`config.mk`:
```
export PLATFORM = sky130hd
export DESIGN_NAME = cpu_runaway_guard
export DESIGN_NICKNAME = d
export VERILOG_FILES = /design/src/sv/crg_pkg.sv /design/src/sv/crg_eval.sv /design/src/sv/cpu_runaway_guard.sv
export SDC_FILE = /design/constraint.sdc
export NUM_CORES = 1
export LEC_CHECK = 0
export ABC_CLOCK_PERIOD_IN_PS = 8100
export BUFFER_PORTS_ARGS = -buffer_cell sky130_fd_sc_hd__buf_2
export CAP_MARGIN = 15
export CORE_MARGIN = 2
export CORE_UTILIZATION = 42
export DETAILED_ROUTE_END_ITERATION = 16
export GPL_TIMING_DRIVEN = 0
export PLACE_DENSITY = 0.59
export SLEW_MARGIN = 20
export SYNTH_ARGS = -nofsm -noshare
export SYNTH_HDL_FRONTEND = slang
export SYNTH_HIERARCHICAL = 1
export SYNTH_SLANG_ARGS = --single-unit
```
`constraint.sdc`:
```
create_clock -name clk -period 8.1 [get_ports clk]
set_clock_uncertainty 0.1 [all_clocks]
set_input_delay 0 -clock clk [delete_from_list [all_inputs] [get_ports clk]]
set_output_delay 0 -clock clk [all_outputs]
set_load 0.02 [all_outputs]
```
`src/sv/crg_pkg.sv`:
```
// Shared types, register indexes and address window checks for the runaway guard.
`default_nettype none

package crg_pkg;

  localparam int unsigned CfgIndexWidth = 2;
  localparam int unsigned CfgDataWidth  = 16;

  localparam logic [CfgIndexWidth-1:0] REG_GUARD_ENABLE    = 2'd0;
  localparam logic [CfgIndexWidth-1:0] REG_TRIGGER_SAMPLES = 2'd1;
  localparam logic [CfgIndexWidth-1:0] REG_HOLD_TICKS      = 2'd2;
  localparam logic [CfgIndexWidth-1:0] REG_COOLDOWN_TICKS  = 2'd3;

  localparam logic        GUARD_ENABLE_RESET    = 1'b1;
  localparam logic [7:0]  TRIGGER_SAMPLES_RESET = 8'd3;
  localparam logic [15:0] HOLD_TICKS_RESET      = 16'd50;
  localparam logic [15:0] COOLDOWN_TICKS_RESET  = 16'd300;

  localparam logic [7:0] STREAK_MAX = 8'hFF;

  // Valid code windows
  localparam logic [31:0] LOW_END     = 32'h0000_4000;
  localparam logic [31:0] WIN_A_START = 32'h0200_0000;
  localparam logic [31:0] WIN_A_END   = 32'h0203_FFFF;
  localparam logic [31:0] WIN_B_START = 32'h0300_0000;
  localparam logic [31:0] WIN_B_END   = 32'h0300_7FFF;
  localparam logic [31:0] WIN_C_START = 32'h0800_0000;
  localparam logic [31:0] WIN_C_END   = 32'h0DFF_FFFF;

  typedef struct packed {
    logic        guard_enable;
    logic [7:0]  trigger_samples;
    logic [15:0] hold_ticks;
    logic [15:0] cooldown_ticks;
  } crg_cfg_t;

  typedef struct packed {
    logic        rom_ready;
    logic [31:0] pc_first;
    logic [31:0] pc_retry_one;
    logic [31:0] pc_retry_two;
    logic [31:0] mem_state_word;
    logic        audio_muted;
    logic        audio_audible;
  } crg_item_t;

  typedef struct packed {
    logic [15:0] cooldown_left;
    logic [15:0] hold_left;
    logic        recovering;
    logic [7:0]  invalid_streak;
    logic        restore_pending;
    logic [31:0] recovery_total;
    logic [31:0] last_bad_pc;
    logic [31:0] last_bad_mem;
  } crg_state_t;

  typedef struct packed {
    logic        halt_and_reset;
    logic        release_reset;
    logic        mute_request;
    logic        unmute_request;
    logic        recovery_active;
    logic [7:0]  streak_count;
    logic [31:0] trigger_total;
    logic [31:0] bad_pc;
    logic [31:0] bad_mem;
  } crg_result_t;

  function automatic logic addr_ok(input logic [31:0] a);
    logic ok;
    ok = (a < LOW_END)
      || (a >= WIN_A_START && a <= WIN_A_END)
      || (a >= WIN_B_START && a <= WIN_B_END)
      || (a >= WIN_C_START && a <= WIN_C_END);
    return ok;
  endfunction

endpackage

`default_nettype wire

```
`src/sv/crg_eval.sv`:
```
// Per-tick evaluation: window checks, streak, trigger, hold and audio decisions.
`default_nettype none

module crg_eval
  import crg_pkg::*;
(
  input  crg_cfg_t    cfg,
  input  crg_state_t  state,
  input  crg_item_t   item,
  output crg_state_t  state_next,
  output crg_result_t result
);

  logic        halt;
  logic        rel;
  logic        mute;
  logic        unmute;
  logic [15:0] cd;
  logic [15:0] hold_dec;
  logic [7:0]  streak_inc;
  logic        ok_first;
  logic        unconfirmed;

  assign ok_first    = addr_ok(item.pc_first);
  assign unconfirmed = addr_ok(item.pc_retry_one) || addr_ok(item.pc_retry_two)
                    || (item.mem_state_word[31:24] == 8'd0);
  assign cd          = (state.cooldown_left != 16'd0) ? state.cooldown_left - 16'd1 : 16'd0;
  assign hold_dec    = (state.hold_left != 16'd0) ? state.hold_left - 16'd1 : 16'd0;
  assign streak_inc  = (state.invalid_streak < STREAK_MAX) ? state.invalid_streak + 8'd1
                                                           : state.invalid_streak;

  always_comb begin
    state_next = state;
    halt       = 1'b0;
    rel        = 1'b0;
    mute       = 1'b0;
    unmute     = 1'b0;
    if (!item.rom_ready) begin
      state_next.invalid_streak = 8'd0;
    end else begin
      state_next.cooldown_left = cd;
      if (!cfg.guard_enable) begin
        if (state.recovering) begin
          rel                   = 1'b1;
          state_next.recovering = 1'b0;
          state_next.hold_left  = 16'd0;
        end
        if (state.restore_pending && item.audio_muted) begin
          unmute                     = 1'b1;
          state_next.restore_pending = 1'b0;
        end
        state_next.invalid_streak = 8'd0;
      end else if (state.recovering) begin
        state_next.hold_left = hold_dec;
        if (hold_dec == 16'd0) begin
          rel                       = 1'b1;
          state_next.recovering     = 1'b0;
          state_next.invalid_streak = 8'd0;
        end
      end else if (ok_first) begin
        state_next.invalid_streak = 8'd0;
        if (state.restore_pending && cd == 16'd0 && item.audio_muted) begin
          unmute                     = 1'b1;
          state_next.restore_pending = 1'b0;
        end
      end else if (unconfirmed) begin
        state_next.invalid_streak = 8'd0;
      end else begin
        state_next.last_bad_pc  = item.pc_retry_two;
        state_next.last_bad_mem = item.mem_state_word;
        if (cd == 16'd0) begin
          state_next.invalid_streak = streak_inc;
          if (streak_inc >= cfg.trigger_samples) begin
            halt                      = 1'b1;
            state_next.recovery_total = state.recovery_total + 32'd1;
            state_next.recovering     = 1'b1;
            state_next.hold_left      = cfg.hold_ticks;
            state_next.cooldown_left  = cfg.cooldown_ticks;
            state_next.invalid_streak = 8'd0;
            // mute only audio that is actually playing
            if (!item.audio_muted && item.audio_audible) begin
              mute                       = 1'b1;
              state_next.restore_pending = 1'b1;
            end else begin
              state_next.restore_pending = 1'b0;
            end
          end
        end
      end
    end
  end

  always_comb begin
    result.halt_and_reset  = halt;
    result.release_reset   = rel;
    result.mute_request    = mute;
    result.unmute_request  = unmute;
    result.recovery_active = state_next.recovering;
    result.streak_count    = state_next.invalid_streak;
    result.trigger_total   = state_next.recovery_total;
    result.bad_pc          = state_next.last_bad_pc;
    result.bad_mem         = state_next.last_bad_mem;
  end

endmodule

`default_nettype wire

```
`src/sv/cpu_runaway_guard.sv`:
```
// Top level of the CPU runaway guard: input register, tick evaluation, result register.
//
// One monitor tick is one transaction on the input channel; each tick yields exactly one
// result transaction. Ticks stream at one per clock: a tick is captured in the input
// register, is evaluated against the guard state on its way into the result register, and
// is shown on the output from there. The guard state (streak, hold and cooldown counters,
// audio restore flag, snapshots) updates in that same step, so each tick sees everything
// earlier ticks left. Throughput drops only while the output stalls. Configuration writes
// take effect on the next evaluated tick; write only when idle.
`default_nettype none

module cpu_runaway_guard
  import crg_pkg::*;
(
  input  wire logic                     clk,
  input  wire logic                     rst,

  input  wire logic                     cfg_write,
  input  wire logic [CfgIndexWidth-1:0] cfg_index,
  input  wire logic [CfgDataWidth-1:0]  cfg_data,

  input  wire logic                     in_valid,
  output logic                          in_stall,
  input  wire logic                     rom_ready,
  input  wire logic [31:0]              pc_first,
  input  wire logic [31:0]              pc_retry_one,
  input  wire logic [31:0]              pc_retry_two,
  input  wire logic [31:0]              mem_state_word,
  input  wire logic                     audio_muted,
  input  wire logic                     audio_audible,

  output logic                          out_valid,
  input  wire logic                     out_stall,
  output logic                          halt_and_reset,
  output logic                          release_reset,
  output logic                          mute_request,
  output logic                          unmute_request,
  output logic                          recovery_active,
  output logic [7:0]                    streak_count,
  output logic [31:0]                   trigger_total,
  output logic [31:0]                   bad_pc,
  output logic [31:0]                   bad_mem
);

  crg_cfg_t    cfg;
  crg_state_t  state;
  crg_state_t  state_next;
  crg_item_t   item;
  crg_item_t   item_in;
  logic        item_valid;
  crg_result_t result;
  crg_result_t result_next;
  logic        out_free;
  logic        advance;

  assign out_free = !out_valid || !out_stall;
  assign advance  = item_valid && out_free;
  assign in_stall = item_valid && !out_free;

  assign item_in = '{rom_ready:      rom_ready,
                     pc_first:       pc_first,
                     pc_retry_one:   pc_retry_one,
                     pc_retry_two:   pc_retry_two,
                     mem_state_word: mem_state_word,
                     audio_muted:    audio_muted,
                     audio_audible:  audio_audible};

  always_ff @(posedge clk) begin
    if (rst) begin
      cfg.guard_enable    <= GUARD_ENABLE_RESET;
      cfg.trigger_samples <= TRIGGER_SAMPLES_RESET;
      cfg.hold_ticks      <= HOLD_TICKS_RESET;
      cfg.cooldown_ticks  <= COOLDOWN_TICKS_RESET;
    end else if (cfg_write) begin
      unique case (cfg_index)
        REG_GUARD_ENABLE:    cfg.guard_enable    <= cfg_data[0];
        REG_TRIGGER_SAMPLES: cfg.trigger_samples <= cfg_data[7:0];
        REG_HOLD_TICKS:      cfg.hold_ticks      <= cfg_data;
        REG_COOLDOWN_TICKS:  cfg.cooldown_ticks  <= cfg_data;
        default: ;
      endcase
    end
  end

  // input register: load whenever it is empty or draining this cycle
  always_ff @(posedge clk) begin
    if (rst) begin
      item_valid <= 1'b0;
    end else if (!in_stall) begin
      item_valid <= in_valid;
    end
  end

  always_ff @(posedge clk) begin
    if (in_valid && !in_stall) begin
      item <= item_in;
    end
  end

  crg_eval u_eval (
    .cfg        (cfg),
    .state      (state),
    .item       (item),
    .state_next (state_next),
    .result     (result_next)
  );

  always_ff @(posedge clk) begin
    if (rst) begin
      state <= '0;
    end else if (advance) begin
      state <= state_next;
    end
  end

  always_ff @(posedge clk) begin
    if (rst) begin
      out_valid <= 1'b0;
    end else if (out_free) begin
      out_valid <= item_valid;
    end
  end

  always_ff @(posedge clk) begin
    if (advance) begin
      result <= result_next;
    end
  end

  assign halt_and_reset  = result.halt_and_reset;
  assign release_reset   = result.release_reset;
  assign mute_request    = result.mute_request;
  assign unmute_request  = result.unmute_request;
  assign recovery_active = result.recovery_active;
  assign streak_count    = result.streak_count;
  assign trigger_total   = result.trigger_total;
  assign bad_pc          = result.bad_pc;
  assign bad_mem         = result.bad_mem;

endmodule

`default_nettype wire

```
==> impl_summary.md, run 1 <==
Outcome
The flow ran to the end, and the final reports show no timing, DRC or antenna violations.

Critical path
The worst reg2reg path endpoint is state[105]$_SDFFE_PP0P_. The depth of the worst register-to-register path is 18. Among cell families on the critical path, the largest total delay comes from compound AO/OA/AOI/OAI gates. The number of buffers and inverters on the critical path is 4. Walking the worst path, the cells encountered are ha_1 > and2_0 > and3_1 > nor2_1 > nand3_1 > xnor2_1 > ha_1 > a2111o_1 > o31ai_1 > or3_1 > buf_6 > nor2_4 > buf_4 > buf_4 > a21o_1 > buf_4 > nand2b_1 > mux2i_1. In this run the register-to-register setup slack is roughly 3800 ps. The worst setup path is of the register to register kind. By instance count, the cell type seen most on the critical path is sky130_fd_sc_hd__buf_4. The highest cell delay on the worst timing path is between 400 and 500 ps. In this run the number of cells on the critical path is 18. The worst setup path is captured at a register.

At the worst endpoint, the required time is 8460 ps. STA puts the critical path data arrival time at roughly 4700 ps. The launching element type of the critical path is a register.

The critical-path maximum fanout is 10. Among all stages on the critical path, the largest delay is contributed by sky130_fd_sc_hd__o31ai_1. The startpoint of the worst register-to-register path is state[97]$_SDFFE_PP0P_.

Route
The detailed router finished its first iteration with 864 violations. The number of detailed-route iterations in the first pass is 5. The per-cell routed wire length is approximately 19 um.

For this run, design rule violations remaining after detail routing come to 0. The routed layout has 13700 vias. The detail route stage leaves a number of antenna-violating nets equal to 0. Summed over all layers, the routed wires come to 50.9 mm.

In the routed layout, each cell is associated on average with a via count of around 5.

CTS
The cell sitting at the root of the clock tree is a sky130_fd_sc_hd__clkbuf_16. The number of buffers created by CTS is 44. In this run the number of H-tree levels came out at 2. The clock latency reported for the late side of the worst-skew pair is roughly 580 ps.

The clock-pin slew of the registers on the worst-case setup and hold paths is around 60 ps. The CTS tree is built. For this design, the sink count on the clock tree is 393. The quantity of gates resized following cts is 0.

The clock passes through at most 3 buffers.

Worst hold path
The number of cells on the worst hold path is 2. The sink of the worst hold path is item[114]$_DFFE_PP_. The path class of the tightest hold or removal check is input pin to register. In this run the most critical hold path is launched from pc_first[16].

Flow run
The number of max-cap violations is 0.

Yosys
The gate count of the mapped netlist is between 1500 and 2000. Counting every net in the synthesized netlist gives about 1800. The mean area per synthesized cell is ~11 um2.

During synthesis, Yosys emitted a total of 6 warnings. The mapped netlist covers approximately 19000 um2.

STA
The transition at the pin with the smallest max-transition slack is 836 ps. Setup violations remaining at the end of the flow were counted as 0. The final setup TNS is 0 ps. The worst pin sits at a relative slew slack of between 40% and 50%. The count of final hold-check violations is 0. Setup repair after global routing left no endpoint under its margin.

The final cycle utilization of the critical path is between 50% and 60%. After layout, the worst setup slack is about 3800 ps. Static timing analysis puts the maximum clock frequency at about 230 MHz. The final number of max-transition violations came to 0. After layout, the minimum clock period comes to 4310 ps.

Power and ir drop
The power density normalized to cell area is approximately 260 nW/um2. The cell leakage power is 9.50 nW. Across the VDD grid, the largest voltage drop is between 0.00015 and 0.0002 V.

Layout
The layout overhead on the synthesized area is 26.6%. The fraction of the core area covered by cells at the end of the flow is 54.1%. The area occupied by registers is 9990 um2. The area occupied by multi-input gates is between 7000 and 8000 um2.

The total number of nets in the final design is roughly 2300. The share of layout cells above drive strength 1 is around a quarter. After filler insertion, the fill cell instance count of the layout stands at around 4000.

Floorplanning
The floorplan step set the die height to between 200 and 250 um. Pin placement for this block handled between 200 and 300 I/O pins. The floorplan die area is around 47000 um2.

The horizontal die dimension is ~220 um. The total area inside the core boundary comes to about 45000 um2. For this configuration, the core starts out at a cell density of 42.7%. The floorplan has 77 rows.

Global routing
The first global-routing pass estimated approximately 79 mm of wire. The number of global-route vias before repair is around 14000. The initial antenna violation count is 3.

The largest net degree at the start of global routing is 85. For this run, the total global-route usage over all layers was measured as between 20% and 30%. The total overflow left after global routing is 0.

Placed design
The half-perimeter wire length after detailed placement is around 35 mm. The last weighted congestion value of the routability-driven placer is between 0.8 and 0.9. Prior to clock tree synthesis, the placed netlist has a worst setup slack of 3850 ps. The number of buffers added on ports is between 200 and 250.
==> sequential cells by signal (all words and copies together) (netlist names) <==
register	cells
streak_count	8
recovery_active	1
halt_and_reset	1
trigger_total	32
release_reset	1
mute_request	1
out_valid	1
unmute_request	1
cfg	41
state	138
item_valid	1
bad_pc	32
bad_mem	32
item	103
==> placed cells by master (no fill, tap or decap), types with 7 or more instances in the layout <==
cell                            instances
sky130_fd_sc_hd__nor4_1                15
sky130_fd_sc_hd__mux2_2                65
sky130_fd_sc_hd__nand4_1               21
sky130_fd_sc_hd__and3_1                11
sky130_fd_sc_hd__o21ai_0               27
sky130_fd_sc_hd__a21oi_1               35
sky130_fd_sc_hd__dlygate4sd3_1        153
sky130_fd_sc_hd__nand3b_1               8
sky130_fd_sc_hd__nor2_1                56
sky130_fd_sc_hd__buf_4                114
sky130_fd_sc_hd__nand2b_1             327
sky130_fd_sc_hd__inv_1                 26
sky130_fd_sc_hd__edfxtp_1             212
sky130_fd_sc_hd__dfxtp_1              181
sky130_fd_sc_hd__xnor2_1               25
sky130_fd_sc_hd__xor2_1                14
sky130_fd_sc_hd__nand2_1               61
sky130_fd_sc_hd__ha_1                  13
sky130_fd_sc_hd__nor3_1                27
sky130_fd_sc_hd__clkbuf_1              57
sky130_fd_sc_hd__mux2i_1              192
sky130_fd_sc_hd__or3_1                  9
sky130_fd_sc_hd__a31oi_1                8
sky130_fd_sc_hd__o21ai_1                7
sky130_fd_sc_hd__buf_2                250
sky130_fd_sc_hd__clkinv_2              11
sky130_fd_sc_hd__nand3_1               30
sky130_fd_sc_hd__buf_6                 16
sky130_fd_sc_hd__clkbuf_16             45
==> how the worst max path moves through the flow <==
stage	from	endpoint	slack [ps]
finish	state[97]$_SDFFE_PP0P_	state[105]$_SDFFE_PP0P_	3790
global route	state[97]$_SDFFE_PP0P_	state[105]$_SDFFE_PP0P_	3550
detailed placement	state[97]$_SDFFE_PP0P_	state[105]$_SDFFE_PP0P_	3850
floorplan	out_valid$_SDFFE_PP0P_	item[0]$_DFFE_PP_	2510
CTS	state[97]$_SDFFE_PP0P_	state[105]$_SDFFE_PP0P_	3790
global placement	out_valid$_SDFFE_PP0P_	item[43]$_DFFE_PP_	80
==> worst reg2reg max path, stage by stage (launching register included) <==
cell and delay (ps):
sky130_fd_sc_hd__dfxtp_1 380, sky130_fd_sc_hd__ha_1 240, sky130_fd_sc_hd__and2_0 250, sky130_fd_sc_hd__and3_1 230
sky130_fd_sc_hd__nor2_1 160, sky130_fd_sc_hd__nand3_1 110, sky130_fd_sc_hd__xnor2_1 240, sky130_fd_sc_hd__ha_1 290
sky130_fd_sc_hd__a2111o_1 430, sky130_fd_sc_hd__o31ai_1 450, sky130_fd_sc_hd__or3_1 200, sky130_fd_sc_hd__buf_6 150
sky130_fd_sc_hd__nor2_4 60, sky130_fd_sc_hd__buf_4 210, sky130_fd_sc_hd__buf_4 210, sky130_fd_sc_hd__a21o_1 230
sky130_fd_sc_hd__buf_4 150, sky130_fd_sc_hd__nand2b_1 50, sky130_fd_sc_hd__mux2i_1 60
==> power breakdown <==
group	internal (W)	total [W]	switching (W)
clock	0.00121	0.00204	0.000832
sequential	0.00226	0.00236	0.0000956
combinational	0.000813	0.00193	0.00112
total	0.00428	0.00633	0.00205
==> area by class of cell <==
cell class              count  share of cell area (%)
flip-flops and latches    393                    41.5
multi-input cells        1054                    31.7
repair buffers            393                    11.7
plain buffers             196                    5.53
clock buffers              60                    5.16
well taps                 592                    3.08
clock inverters            22                   0.987
inverters                  26                   0.405
diodes                      3                  0.0312
==> per-stage QoR <==
| stage | cells | cell area, um2 | total power (W) | hold WS [ps] |
|---|---|---|---|---|
| 6_report | 2739 | 24100 | 0.00633 | 32.9 |
| 2_1_floorplan | 1669 | 19000 | 0.00375 | -1.13 |
| 4_1_cts | 2736 | 24100 | 0.00636 | 0.0964 |
| 5_1_grt | 2739 | 24100 | 0.00668 | 20.3 |
| 3_5_place_dp | 2501 | 21100 | 0.00425 | 78.1 |
| 3_3_place_gp | 2496 | 20900 | 0.00425 | 76.6 |
==> what timing repair did <==
action / in CTS / in global routing
hold buffers: 153 / 0
hold endpoints to repair: 228 / 0
buffers inserted: 0 / 0
==> routing by layer <==
metal | routed length (um) | track usage (%) | up-vias
li1 | - | - | 6649
met1 | 22500 | 28.3 | 6625
met2 | 23900 | 36.0 | 336
met3 | 3180 | 4.82 | 70
met4 | 1250 | 6.58 | 0
met5 | 0 | 0 | -
No activity file was read; power rests on OpenSTA's default activity.
==> run 2: changes to the inputs <==
--- a/config.mk
+++ b/config.mk
@@ -5,7 +5,8 @@
 export SDC_FILE = /design/constraint.sdc
 export NUM_CORES = 1
 export LEC_CHECK = 0
-export ABC_CLOCK_PERIOD_IN_PS = 8100
+export ABC_AREA = 1
+export ABC_CLOCK_PERIOD_IN_PS = 4000
 export BUFFER_PORTS_ARGS = -buffer_cell sky130_fd_sc_hd__buf_2
 export CAP_MARGIN = 15
 export CORE_MARGIN = 2
==> constraint.sdc (replaced) <==
create_clock -name clk -period 4 [get_ports clk]
set_clock_uncertainty 0.1 [all_clocks]
set_input_delay 0 -clock clk [delete_from_list [all_inputs] [get_ports clk]]
set_output_delay 0 -clock clk [all_outputs]
set_load 0.02 [all_outputs]
==> impl_summary.md, run 2 <==
Outcome
The flow ran to the end, and the final reports show no timing, DRC or antenna violations.

Layout
The largest registers in the layout are state x138, item x103, cfg x41. Counting flops per register, the top entry is state. The count of cells in the finished layout, fillers not included, comes to between 3000 and 4000. In the final layout, flip-flops and latches occupy around 10000 um2. The share of layout cells above drive strength 1 is between 20% and 30%.

From synthesis to final layout, the design area changed by 28.9%. In the final design database the tool counted about 3000 nets. The top cell types in the final layout, fill and taps aside, are 658 x sky130_fd_sc_hd__nand2_1, 307 x sky130_fd_sc_hd__buf_2, 289 x sky130_fd_sc_hd__nor2_1, 212 x sky130_fd_sc_hd__edfxtp_1, 189 x sky130_fd_sc_hd__inv_1.

The area occupied by multi-input gates is around 7700 um2. After routing the design area is between 20000 and 30000 um2. The total of fill cells in the finished design is roughly 4200. Leaving out fill and tap cells, the most frequent cell in the layout is sky130_fd_sc_hd__nand2_1. The register with the most flip-flops in the layout has roughly 140 of them.

Yosys
The number of synthesis warnings is 6. The gate count of the mapped netlist is roughly 2400. The net count of the mapped netlist is 2551. The area of the mapped netlist is 19700 um2.

The mean area per synthesized cell is a little over 8 um2.

Floorplanning
The horizontal die dimension is 220 um. The initial core utilization is approximately 42%. The die is about 220 um tall. The die covers ~49000 um2. The area of the core is between 40000 and 50000 um2.

Pin placement for this block handled approximately 270 I/O pins. The placement row count is 79.

Placed design
The cell area after placement is 21700 um2. The number of buffers added on ports is about 240. Counting tap cells, the placed design contains a total of between 3000 and 4000 instances. Detailed placement finished with a half-perimeter wire length of roughly 40 mm. Routability-driven placement finished with a final weighted congestion of a little over 0.9. At the placement stage, the worst setup path has a slack of -819 ps.

STA
Measured against its own limit, the worst slew margin works out to roughly 45%. Setup violations remaining at the end of the flow were counted as 0. The setup slack of the critical path after layout is approximately 170 ps. The count of final hold-check violations is 0. Setup repair after global routing could not meet its margin everywhere. The minimum period implied by the final worst setup slack is 3830 ps. The worst path uses a little over nine tenths of the clock period. The transition at the pin with the smallest max-transition slack is ~830 ps. Based on the critical path, the design can be clocked at up to 261 MHz.

The final number of max-transition violations is 0.

CTS
CTS placed an instance of sky130_fd_sc_hd__clkbuf_16 at the clock tree root. Counting along the longest clock path gives a buffer depth of 3. The CTS tree is built. The number of H-tree branching levels is 2. Clock-pin slew was measured on the worst setup and hold paths at roughly 60 ps. The number of clock sinks is 393. Counting the buffers created by CTS gives 45. The clock reaches the later pin of the worst-skew pair after 590 ps.

Worst hold path
For hold timing, the worst endpoint is item[92]$_DFFE_PP_. The worst hold path begins at pc_retry_one[26]. The worst hold path belongs to the class input pin to register. Counting instances, the worst hold path has a depth of 2.

Critical path
For the worst flop-to-flop path, the logic depth is 28. Among all stages on the critical path, the largest delay is contributed by sky130_fd_sc_hd__dfxtp_4. The element type at the critical path end is a register. The endpoint required time on the critical path is about 4400 ps. The worst register-to-register path has a setup slack of approximately 170 ps.

The launching element type of the critical path is a register. The startpoint of the worst register-to-register path is state[97]$_SDFFE_PP0P_. The largest single stage delay on the critical path is around 370 ps. The class of the most critical setup path is register to register. Along the worst path, the maximum fanout reaches 10. The worst reg2reg path endpoint is state[110]$_SDFFE_PP0P_.

The worst endpoint data arrival time is 4190 ps. The critical path starts at state[97]$_SDFFE_PP0P_.

Global routing
Global routing finished with a remaining overflow of 0. The initial antenna violation count was 3. The largest net degree at the start of global routing is 58. Global routing used 23.7% of the available tracks across all layers. The number of global-route vias before repair is between 15000 and 20000. The global-route wire length before repair is ~90 mm.

Route
The post-route DRC violation count is 0. After detailed routing, no signal wire sits above met5. The detailed router put a total of between 20 and 30 mm of wire on met1. The routed layout has 17300 vias.

The number of detailed-route iterations in the first pass is 6. The routed design uses about 27 mm of met2 wire. The final antenna-violating net count is 0. Summed over all nets, wire length on met3 after detailed routing comes to approximately 3.3 mm. The per-cell routed wire length is ~16 um. The number of design-rule violations left by the first detailed-router iteration is about 1300. The detailed-route vias per instance is between 4 and 5. After detailed routing, the total wire length is roughly 58 mm.

Flow run
Max-cap violations in this run came to 0.

Power and ir drop
The cell leakage power is 11.5 nW. The power density normalized to cell area is around 420 nW/um2. The post-layout total power is ~0.011 W. The maximum vdd ir drop is between 0.0003 and 0.0004 V.
-- run 2: per-layer routing --
| layer | track usage [%] | vias to the layer above |
|---|---|---|
| li1 | - | 8614 |
| met1 | 31.0 | 8103 |
| met2 | 39.5 | 470 |
| met3 | 4.77 | 107 |
| met4 | 7.43 | 4 |
| met5 | 0 | - |
-- run 2: worst max-delay path: cells and delay by family, from the launching register on --
kind | cells | cell delay (ps)
and+or+nand+nor | 16 | 1720
adders and majority gates | 2 | 260
AOI/OAI and AO/OA | 2 | 190
DFF | 1 | 370
buffers and inverters | 8 | 1050
-- run 2: power by group --
group	internal [W]	total, W	switching [W]	leakage, nW
combinational	0.000765	0.00181	0.00105	7.26
sequential	0.00454	0.00469	0.000155	3.54
clock	0.00236	0.00410	0.00173	0.697
-- run 2: worst max-delay path by stage --
stage | end | cells past startpoint
CTS | state[88]$_SDFFE_PP0P_ | 25
floorplan | state[92]$_SDFFE_PP0P_ | 30
finish | state[110]$_SDFFE_PP0P_ | 28
global placement | state[105]$_SDFFE_PP0P_ | 23
detailed placement | state[105]$_SDFFE_PP0P_ | 23
global route | state[108]$_SDFFE_PP0P_ | 26
-- run 2: repair_timing --
| action | CTS | global route |
|---|---|---|
| gates resized for setup | 31 | 30 |
| hold buffers | 169 | 0 |
| hold endpoints to repair | 241 | 0 |
| setup endpoints to repair | 102 | 139 |
| setup buffers | 20 | 9 |
| pin swaps | 23 | 20 |
-- run 2: area by class of cell --
| cell class | instances | share of cell area [%] |
|---|---|---|
| well taps | 607 | 3.00 |
| plain buffers | 226 | 5.60 |
| clock buffers | 58 | 4.80 |
| diodes | 1 | 0.00987 |
| repair buffers | 439 | 12.8 |
| multi-input cells | 1562 | 30.4 |
| clock inverters | 26 | 0.963 |
| flip-flops and latches | 393 | 39.4 |
| inverters | 201 | 3.01 |
-- run 2: per-stage QoR --
step	hold slack, ps	utilization [%]	setup TNS [ps]
2_1_floorplan	-30.9	-	0
3_3_place_gp	78.0	46.6	-101540
3_5_place_dp	78.1	46.9	-33010
4_1_cts	0.0398	54.3	0
5_1_grt	10.7	54.7	-644
6_report	29.2	54.7	0
==> run 3: changes to the inputs <==
--- a/config.mk
+++ b/config.mk
@@ -9,10 +9,8 @@
 export ABC_CLOCK_PERIOD_IN_PS = 4000
 export BUFFER_PORTS_ARGS = -buffer_cell sky130_fd_sc_hd__buf_2
 export CAP_MARGIN = 15
-export CORE_MARGIN = 2
 export CORE_UTILIZATION = 42
 export DETAILED_ROUTE_END_ITERATION = 16
-export GPL_TIMING_DRIVEN = 0
 export PLACE_DENSITY = 0.59
 export SLEW_MARGIN = 20
 export SYNTH_ARGS = -nofsm -noshare
==> impl_summary.md, run 3 (synthesis results as in run 2) <==
Outcome
The flow ran to the end, and the final reports show no timing, DRC or antenna violations.

Layout
The fraction of the core area covered by cells at the end of the flow is between 50% and 60%. Counting the fill cells in the layout gives about 4200. Leaving out fill and tap cells, the most frequent cell in the layout is sky130_fd_sc_hd__nand2_1.

The repair_antennas step left the layout with diodes totalling 0. The layout overhead on the synthesized area is 23.8%. The register with the most flip-flops in the layout has approximately 140 of them. For this run, the post-layout net count is between 2000 and 3000.

The largest registers in the layout are state x138, item x103, cfg x41. Ranked by flip-flop count, first place goes to state. The share of layout cells above drive strength 1 is roughly 17%.

The final design area excluding fillers is approximately 24000 um2. In the layout the commonest cells are 653 x sky130_fd_sc_hd__nand2_1, 289 x sky130_fd_sc_hd__nor2_1, 236 x sky130_fd_sc_hd__buf_2, 212 x sky130_fd_sc_hd__edfxtp_1, 189 x sky130_fd_sc_hd__inv_1.

Route
The post-route DRC violation count is 0. The total number of vias is approximately 17000. Once detail routing completed, the nets flagged for antenna violations numbered 0. The per-cell routed wire length is approximately 16 um.

The number of detailed-route iterations in the first pass is 6. After the first detailed-routing iteration, the DRC count stood at roughly 1100. The wire length after detailed routing is around 52 mm. The detailed-route vias per instance is between 4 and 5.

Placed design
The last weighted congestion value of the routability-driven placer is between 0.8 and 0.9. The half-perimeter wire length after detailed placement is about 31 mm. In this run the tool buffered the top-level ports with ~240 buffer cells.

The cell area after placement is a little over 20000 um2. Timing analysis after detailed placement gives a worst setup slack of -46.0 ps.

Global routing
Global routing finished with a remaining overflow of 0. The largest net degree at the start of global routing is ~180. Global routing consumed, over all layers together, 21.4% of the routing resources. The initial antenna violation count is 1. The first global-routing pass estimated a little over 80 mm of wire. The number of global-route vias before repair is 15800.

STA
The maximum clock rate is 260 MHz. Headroom to the max-slew limit came out at 27.6%. Setup repair after global routing could not meet its margin everywhere. Setup violations remaining at the end of the flow were counted as 0.

The count of final hold-check violations is 0. In the final timing run, aggregate negative setup slack is 0 ps. The final number of max-transition violations is 0. Hold is met by around 17 ps. The setup slack of the critical path after layout is 159 ps. The final cycle utilization of the critical path is 96.0%.

At the pin with the least slew margin, the transition time is about 1100 ps. The minimum period implied by the final worst setup slack is slightly below 4000 ps.

Power and ir drop
Dividing total power by cell area gives a power density of 430 nW/um2. The cell leakage power is ~11 nW. Across the VDD grid, the largest voltage drop is ~0.00040 V. Of the total power, the clock network draws between 30% and 40%. The switching share of total power is around 27%. Summed over all nets, the switching power comes to around 0.0029 W.

Registers are responsible for 44.8% of the overall power. The internal power is between 0.007 and 0.008 W. The portion of total power attributed to combinational logic is roughly 15%.

Critical path
The launching element type of the critical path is a register. Counting buffers and inverters, the worst setup path is 26 cells deep. The cell with the biggest individual delay on the critical path is sky130_fd_sc_hd__dfxtp_4.

The element type at the critical path end is a register. The worst register-to-register path ends at state[111]$_SDFFE_PP0P_. The cell type group with the largest total delay on the critical path is simple AND/OR/NAND/NOR gates.

The highest cell delay on the worst timing path is between 300 and 400 ps. The endpoint required time on the critical path is ~4400 ps. Counting both buffers and inverters, the worst setup path holds a total of 4. The critical-path maximum fanout is 8. The setup slack on the worst flop-to-flop path is about 160 ps. The critical path capture point is state[111]$_SDFFE_PP0P_. The critical path in this run is classified as register to register. For the worst setup path, the data arrival time is ~4300 ps. The startpoint of the worst register-to-register path is state[98]$_SDFFE_PP0P_.

The start point of the critical path is state[98]$_SDFFE_PP0P_. The depth of the worst register-to-register path is 26.

Floorplanning
The top-level port count is about 270. The die covers around 48000 um2. The area of the core is 45800 um2.

The placement row count is 78. The initial utilization of the core area, before any placement, comes to between 40 and 50%. From left edge to right edge, the die measures 218 um. The floorplan step set the die height to between 200 and 250 um.

CTS
The clock-pin slew of the registers on the worst-case setup and hold paths is 60 ps. TritonCTS built the clock tree. The number of clock buffers added by TritonCTS is 46. The number of clock sinks is 393. The root buffer cell chosen for the clock tree is sky130_fd_sc_hd__clkbuf_16.

The number of H-tree branching levels is 2. The clock latency reported for the late side of the worst-skew pair is around 590 ps. The longest clock path from root to sink contains 3 buffers.

Worst hold path
The tightest min-delay check is of the input pin to register type.

Flow run
The number of max-cap violations is 0.
==> run 3: cell types whose count changed in the layout (fill, tap and decap cells not counted), sizes merged <==
cell and delta:
buf -171, bufinv -1, clkbuf -19, clkinvlp -6, diode -1, dlygate4sd3 +11
inv -1
==> run 3: cell type report <==
cell class,count,area (um2),area share (%)
Timing Repair Buffer,478,3570,14.7
Tap cell,600,751,3.09
Clock buffer,66,1320,5.41
Sequential cell,393,10000,41.1
Inverter,201,767,3.15
Clock inverter,18,194,0.797
Multi-Input combinational cell,1562,7740,31.8
==> run 3: repair_timing <==
| item | in CTS | in global routing |
|---|---|---|
| resized for setup | 1 | 58 |
| pin swaps | 0 | 41 |
| endpoints found under the setup margin | 9 | 106 |
| endpoints found under the hold margin | 146 | 0 |
| buffers inserted | 0 | 6 |
| hold buffers | 180 | 0 |
| cloned | 0 | 2 |
==> run 3: power by group through the flow <==
stage	Sequential [W]	Combinational (W)	Clock, W
2_1_floorplan	0.00482	0.00109	0
3_3_place_gp	0.00477	0.00138	0
3_5_place_dp	0.00478	0.00141	0
4_1_cts	0.00470	0.00156	0.00427
5_1_grt	0.00472	0.00181	0.00441
6_report	0.00469	0.00162	0.00416
==> run 3: how the worst min path moves through the flow <==
stage | slack (ps) | start | depth (start not counted) | endpoint
3_5_place_dp | 80 | mem_state_word[13] | 1 | item[15]$_DFFE_PP_
3_3_place_gp | 80 | pc_retry_two[6] | 1 | item[40]$_DFFE_PP_
2_1_floorplan | -30 | rst | 1 | item_valid$_SDFFE_PP0N_
6_report | 20 | pc_retry_two[16] | 2 | item[50]$_DFFE_PP_
4_1_cts | 0.05 | pc_retry_one[26] | 2 | item[92]$_DFFE_PP_
5_1_grt | 20 | mem_state_word[1] | 2 | item[3]$_DFFE_PP_
==> run 3: per-layer routing <==
metal | vias up | global-route usage (%) | share of wire [%]
met5 | - | 0 | 0.025
met4 | 2 | 7.34 | 2.5
met3 | 87 | 4.38 | 5.9
met2 | 435 | 36.4 | 48
met1 | 7751 | 27.0 | 43
li1 | 8230 | - | -
==> run 3: metrics by stage <==
stage	instances	power, W
finish	3318	0.0105
global route	3318	0.0109
CTS	3310	0.0105
detailed placement	3046	0.00619
global placement	3046	0.00616
floorplan	2384	0.00590
